**config.mk**
```make
export PLATFORM = sky130hd
export DESIGN_NAME = ptom_ram
export DESIGN_NICKNAME = d
export VERILOG_FILES = /design/src/rtl/ptom_ram.sv
export SDC_FILE = /design/constraint.sdc
export NUM_CORES = 1
export LEC_CHECK = 0
export BUFFER_PORTS_ARGS = -buffer_cell sky130_fd_sc_hd__buf_4
export CAP_MARGIN = 20
export CELL_PAD_IN_SITES_DETAIL_PLACEMENT = 1
export CELL_PAD_IN_SITES_GLOBAL_PLACEMENT = 1
export CORE_UTILIZATION = 30
export CTS_BUF_LIST = sky130_fd_sc_hd__clkbuf_8
export DETAILED_ROUTE_END_ITERATION = 8
export GPL_TIMING_DRIVEN = 0
export HOLD_SLACK_MARGIN = 0.08
export PLACE_DENSITY = 0.49
export SETUP_SLACK_MARGIN = 0.3
export SYNTH_ARGS = -nofsm -noshare
export SYNTH_HDL_FRONTEND = slang
export SYNTH_SLANG_ARGS = --single-unit
```
**constraint.sdc**
```tcl
create_clock -name i_clk -period 2.95 [get_ports i_clk]
set_input_delay 0.1475 -clock i_clk [delete_from_list [all_inputs] [get_ports i_clk]]
set_output_delay 0.1475 -clock i_clk [all_outputs]
set_load 0.005 [all_outputs]
```
**src/rtl/ptom_ram.sv**
```systemverilog
module ptom_ram #(
    parameter int WIDTH = 8,
    parameter int DEPTH = 64
) (
    input  logic                     i_clk,
    input  logic                     i_we,
    input  logic [$clog2(DEPTH)-1:0] i_waddr,
    input  logic [WIDTH-1:0]         i_wdata,
    input  logic [$clog2(DEPTH)-1:0] i_raddr,
    output logic [WIDTH-1:0]         o_rdata
);

    logic [WIDTH-1:0] r_mem [DEPTH];
    logic [WIDTH-1:0] r_rdata;

    always_ff @(posedge i_clk) begin
        if (i_we) begin
            r_mem[i_waddr] <= i_wdata;
        end
        r_rdata <= r_mem[i_raddr];
    end

    assign o_rdata = r_rdata;

endmodule

```
==> results.py, run 1 <==
metrics = {
    "status": {
        "status": "finished clean",
    },
    "cts": {
        "cts_tree": "built",
        "cts_buffers": 89,
        "cts_hold_buf": 12,
        "cts_num_sinks": 520,
        "clk_pin_slew_worst_paths_ns": 0.06,
        "clock_latency_ns": 0.66,
        "cts-root-buf": "clkbuf_8",
        "htreeDepth": 3,
        "post_cts_buffers": 0,
        "cts_resized": 0,
        "cts_buffer_depth": 3,
    },
    "synthesis": {
        "muxShareOfSynthArea": 0.1594,
        "synth-simple-area-share": 0.03388,
        "synth_common_cells": "512 x edfxtp_1, 126 x mux4_2, 83 x nor2_1",
        "ys_top_cells_by_area": "edfxtp_1 76%, mux4_2 14%, nor2_1 1.5%",
        "synthesis.area_um2": 20170,
        "yosys.area.top_type": "edfxtp_1",
        "synth_cell_types": 40,
        "synth_top_family_by_area": "multiplexers",
        "synth.top_cell.area_share": 0.7624,
        "yosys.area_share.xor_xnor": 0,
        "ys_seq_area_frac": 0.7703,
        "synth_warnings": 0,
        "synthesis.nets": 962,
        "ys_ff_latch": 520,
        "syn_inst": 940,
        "synth.avg_cell_area_um2": 21.45,
        "synth_compound_area_frac": 0.02072,
        "synthAdderAreaFrac": 0,
        "async_reset_ff_frac": 0,
        "synthFlopType": "edfxtp_1",
        "synth_edf_count": 512,
        "synth_most_common_cell": "edfxtp_1",
    },
    "timing": {
        "period_minus_slack_ns": 2.541,
        "maxClockFrequency_mhz": 393.6,
        "period_share": 0.8613,
        "layout_setup_ws_ns": 0.4092,
        "finalSetupViolations": 0,
        "whs_ns": 0.1751,
        "final.setup.tns_ns": 0,
        "relSlewSlack": 0.3027,
        "rsz0062_at_grt": "no",
        "finClkSkew_ns": 0.02139,
        "tightest_slew_ns": 1.042,
        "slew_violations": 0,
        "hold_viol": 0,
    },
    "final_layout": {
        "stdcell_area_um2": 23100,
        "final_nets": 1089,
        "seqCellArea_um2": 15530,
        "multiInputGateArea_um2": 4315,
        "num-fill-cells": 6534,
        "syn_to_final_growth_pct": 14.55,
        "drive_gt1_frac": 0.2632,
    },
    "floorplanning": {
        "die_w_um": 261.3,
        "rows": 94,
        "io_pins": 30,
        "die-area_um2": 68260,
        "core_um2": 66100,
        "initial_core_util": 0.3051,
        "die_height_um": 261.3,
    },
    "pwr": {
        "ir_drop_uv": 282.6,
        "p_leak_uw": 0.007223,
        "powerDensity_nw_per_um2": 643.4,
    },
    "critical_path": {
        "cp_max_fo": 10,
        "critPathArrivalTime_ns": 3.03,
        "reg2reg_from": "r_mem[51][7]",
        "start_kind": "input port",
        "worst-endpoint-required_ns": 3.44,
        "reg2reg_depth": 4,
        "rrSetupSlack_ns": 0.69,
        "end_kind": "flip-flop",
        "crit_type": "input port to flip-flop",
        "r2r_end": "o_rdata[7]",
    },
    "worst_hold_path": {
        "hold_end": "r_mem[49][5]",
        "whs_path_depth": 2,
        "min_path_type": "input port to flip-flop",
        "hold_start": "i_waddr[1]",
    },
    "drt": {
        "drt-wirelength-per-cell_um": 28.17,
        "ant_nets": 0,
        "drt_drc_violations_left": 0,
        "first_pass_iters": 7,
        "num_vias": 9918,
        "drt_iter0_markers": 884,
        "routed_via_density": 4.954,
        "routed_wl_um": 56410,
    },
    "place": {
        "port_buffers": 21,
        "gp_congestion": 0.8483,
        "hpwl_um": 35450,
        "place_ws_ns": -0.3518,
        "place_area_um2": 21420,
    },
    "global_route": {
        "gr-total-overflow": 0,
        "grt_pass1_wl_um": 80560,
        "grt_max_degree": 65,
        "grt_pass1_vias": 10633,
        "grtUsageTotal": 0.1700,
        "antenna_found_initial": 2,
    },
    "run": {
        "drv_cap": 0,
    },
}
[flip-flops by register name (all words and copies together) (netlist names)]
| name | count |
|---|---|
| r_mem | 512 |
| o_rdata | 8 |
[power by group]
part | switching [µW] | internal [µW]
sequential | 14.0 | 8180
combinational | 567 | 312
clock | 2910 | 2880
[per-layer routing]
layer  wire length, µm  track usage  vias to the layer above
met5                 0            0                        -
met4              1364      0.06089                        0
met3              2060      0.02478                       84
met2             26120       0.2626                      223
met1             26870       0.2445                     5410
li1                  -            -                     4201
[layout by cell type (no fill, tap or decap), types with 8 or more instances in the layout]
cell / synthesis / final
buf_2: 11 / 12
buf_4: 13 / 35
clkbuf_1: 17 / 17
clkbuf_8: 0 / 92
clkinv_1: 0 / 19
clkinv_2: 0 / 10
dfxtp_1: 8 / 8
dlygate4sd3_1: 0 / 12
edfxtp_1: 512 / 512
inv_1: 0 / 37
mux2_2: 13 / 13
mux2i_1: 23 / 23
mux4_2: 126 / 126
nand2_1: 19 / 19
nand3_1: 13 / 13
nor2_1: 83 / 83
nor2b_1: 14 / 14
o221ai_1: 8 / 8
o22ai_1: 8 / 8
[cells by family after synthesis]
kind of cell | count (synthesis)
AO/OA/AOI/OAI | 54
buffers and inverters | 51
flip-flops | 520
multiplexers | 162
AND/OR/NAND/NOR | 153
[per-stage QoR]
stage	power, µW	util	cells
detailed placement	9231	0.3240	1827
CTS	15060	0.3492	1999
global placement	9219	0.3238	1825
floorplan	8783	-	940
finish	14860	0.3495	2002
global route	15370	0.3495	2001
[layout make-up]
type / count / area share
diodes: 2 / 0.0002166
plain buffers: 51 / 0.01370
clock buffers: 92 / 0.05481
clock inverters: 68 / 0.01197
multi-input cells: 369 / 0.1868
flip-flops and latches: 520 / 0.6725
well taps: 864 / 0.04680
repair buffers: 36 / 0.01322
[how the worst max path moves through the flow]
| stage | cells after the start | from | end |
|---|---|---|---|
| 5_1_grt | 9 | i_raddr[1] | o_rdata[3] |
| 3_3_place_gp | 7 | i_raddr[2] | o_rdata[7] |
| 6_report | 9 | i_raddr[1] | o_rdata[3] |
| 4_1_cts | 8 | i_raddr[1] | o_rdata[6] |
| 3_5_place_dp | 8 | i_raddr[1] | o_rdata[6] |
| 2_1_floorplan | 7 | i_raddr[1] | o_rdata[3] |
[worst max-delay path, cell delays in order]
cell     delay [ns]
buf_4          0.21
buf_2          0.54
buf_4          0.36
buf_2          0.42
mux4_2         0.39
mux2i_1        0.40
a21oi_1        0.13
o21ai_1        0.19
o41ai_1        0.22
Note: power is estimated with default switching activity, not from simulation.
==> run 2, diff against run 1 <==
- PLACE_DENSITY: 0.49 -> 0.51
- clock period: 2.95 -> 2.2 ns (I/O delays scaled with it)
==> results.py, run 2 (synthesis results as in run 1) <==
metrics = {
    "status": {
        "status": "finished with violations",
        "violations": "DRC",
    },
    "timing": {
        "rsz0062_at_grt": "yes",
        "tightest_slew_ns": 1.079,
        "layout_setup_ws_ns": 0.2275,
        "whs_ns": 0.1432,
        "relSlewSlack": 0.2809,
        "period_minus_slack_ns": 1.972,
        "period_share": 0.8966,
        "slew_violations": 0,
        "finClkSkew_ns": 0.04200,
        "finalSetupViolations": 0,
        "maxClockFrequency_mhz": 507.0,
        "hold_viol": 0,
    },
    "critical_path": {
        "critical_path.cell_chain": "mux4_2 > mux4_2 > nor2_1 > nor3_1 > o2bb2ai_2",
        "worst-endpoint-required_ns": 2.74,
        "critPathArrivalTime_ns": 2.51,
        "cp_slowest_cell": "mux4_2",
        "r2r_end": "o_rdata[0]",
        "crit_path_max_incr_delay_ns": 0.57,
        "reg2reg_depth": 5,
        "end_kind": "flip-flop",
        "cp_max_fo": 1,
        "start_kind": "flip-flop",
        "path_common_cell": "mux4_2",
        "crit_type": "flip-flop to flip-flop",
        "rrSetupSlack_ns": 0.23,
        "reg2reg_from": "r_mem[10][0]",
        "worst-path-buf-inv": 0,
        "critPathTopFamily": "multiplexers",
    },
    "floorplanning": {
        "die-area_um2": 68260,
        "die_w_um": 261.3,
        "core_um2": 66100,
        "io_pins": 30,
        "initial_core_util": 0.3051,
        "die_height_um": 261.3,
        "rows": 94,
    },
    "cts": {
        "cts_num_sinks": 520,
        "htreeDepth": 3,
        "cts-root-buf": "clkbuf_8",
        "clock_latency_ns": 0.68,
        "cts_buffers": 88,
        "clk_pin_slew_worst_paths_ns": 0.06,
        "cts_tree": "built",
        "post_cts_buffers": 0,
        "cts_buffer_depth": 3,
    },
    "final_layout": {
        "final_nets": 1088,
        "final_cell_mix": "512 x edfxtp_1, 126 x mux4_2, 89 x clkbuf_8",
        "stdcell_area_um2": 23350,
        "stdcell_count": 1997,
        "drive_gt1_frac": 0.3030,
        "regMostFlops": "r_mem",
        "largest_reg_flops": 512,
        "syn_to_final_growth_pct": 15.80,
        "layout_commonest_cell": "edfxtp_1",
    },
    "place": {
        "hpwl_um": 35710,
        "dp.cells": 1828,
        "place_ws_ns": -0.9280,
        "place_area_um2": 21430,
        "port_buffers": 21,
        "gp_congestion": 0.8146,
    },
    "run": {
        "drv_cap": 0,
    },
    "pwr": {
        "ir_drop_uv": 365.2,
        "p_leak_uw": 0.007255,
        "powerDensity_nw_per_um2": 856.3,
    },
    "drt": {
        "drt-wirelength-per-cell_um": 28.19,
        "ant_nets": 0,
        "first_pass_iters": 9,
        "routed_via_density": 5.024,
        "drt_iter0_markers": 789,
        "routed_wl_um": 56300,
        "drt_drc_violations_left": 1,
        "num_vias": 10033,
    },
    "global_route": {
        "gr-total-overflow": 0,
        "grt_max_degree": 65,
        "grt_pass1_wl_um": 80430,
        "grtUsageTotal": 0.1698,
        "grt_pass1_vias": 10773,
        "antenna_found_initial": 2,
    },
    "worst_hold_path": {
        "whs_path_depth": 4,
        "hold_start": "i_raddr[4]",
        "min_path_type": "input port to flip-flop",
        "hold_end": "o_rdata[5]",
    },
}
run 2: cell count changes in the layout (fill, tap and decap cells not counted), moves of 4 or more:
cell,delta
clkbuf_2,+4
clkinv_1,+6
buf_2,-4
inv_1,-10
clkbuf_1,-4
nor2_1,-21
nor2_2,+20
run 2: stage by stage:
step | setup TNS [ns] | util | total power [µW]
3_3_place_gp | -115.23 | 0.3238 | 12350
4_1_cts | 0 | 0.3517 | 20220
6_report | 0 | 0.3533 | 20000
2_1_floorplan | 0 | - | 11780
3_5_place_dp | -131.16 | 0.3242 | 12370
5_1_grt | 0 | 0.3533 | 20700
run 2: worst max-delay path by stage:
stage / from / end / depth (start not counted)
finish: r_mem[10][0] / o_rdata[0] / 5
global route: i_waddr[2] / r_mem[37][7] / 4
CTS: r_mem[21][6] / o_rdata[6] / 5
detailed placement: i_raddr[1] / o_rdata[6] / 8
global placement: i_raddr[1] / o_rdata[6] / 8
floorplan: i_raddr[1] / o_rdata[3] / 7
run 2: power breakdown:
group	switching [µW]	total (µW)	internal, µW
clock network	3880	7770	3890
registers	19.1	11000	11000
logic	790	1240	447
run 2: layout make-up:
type                       count  area (µm²)
sequential                   520       15530
multi-input combinational    369        4546
timing repair buffer          36       301.5
antenna                        1       2.502
buffer                        51       342.8
clock inverter                67       319.1
tap                          864        1081
clock buffer                  89        1225
fill                        6532       42750
run 2: worst reg2reg max path, cell delays in order, from the launching register on:
cell,delay (ns)
edfxtp_1,0.37
mux4_2,0.52
mux4_2,0.57
nor2_1,0.13
nor3_1,0.08
o2bb2ai_2,0.20
run 2: per-layer routing:
layer,wire (µm),vias to the layer above,share of wire,global-route usage
met2,26880,288,0.48,0.2706
met3,2531,68,0.045,0.02971
met5,9,-,0.00016,0
met4,1158,2,0.021,0.05443
met1,25720,5475,0.46,0.2361
li1,-,4200,-,-
run 2: what timing repair did:
item,in CTS,in global routing
pin swaps,0,6
hold buffers,12,0
endpoints found under the setup margin,63,97
hold endpoints to repair,520,0
cloned,0,0
gates resized for setup,37,34
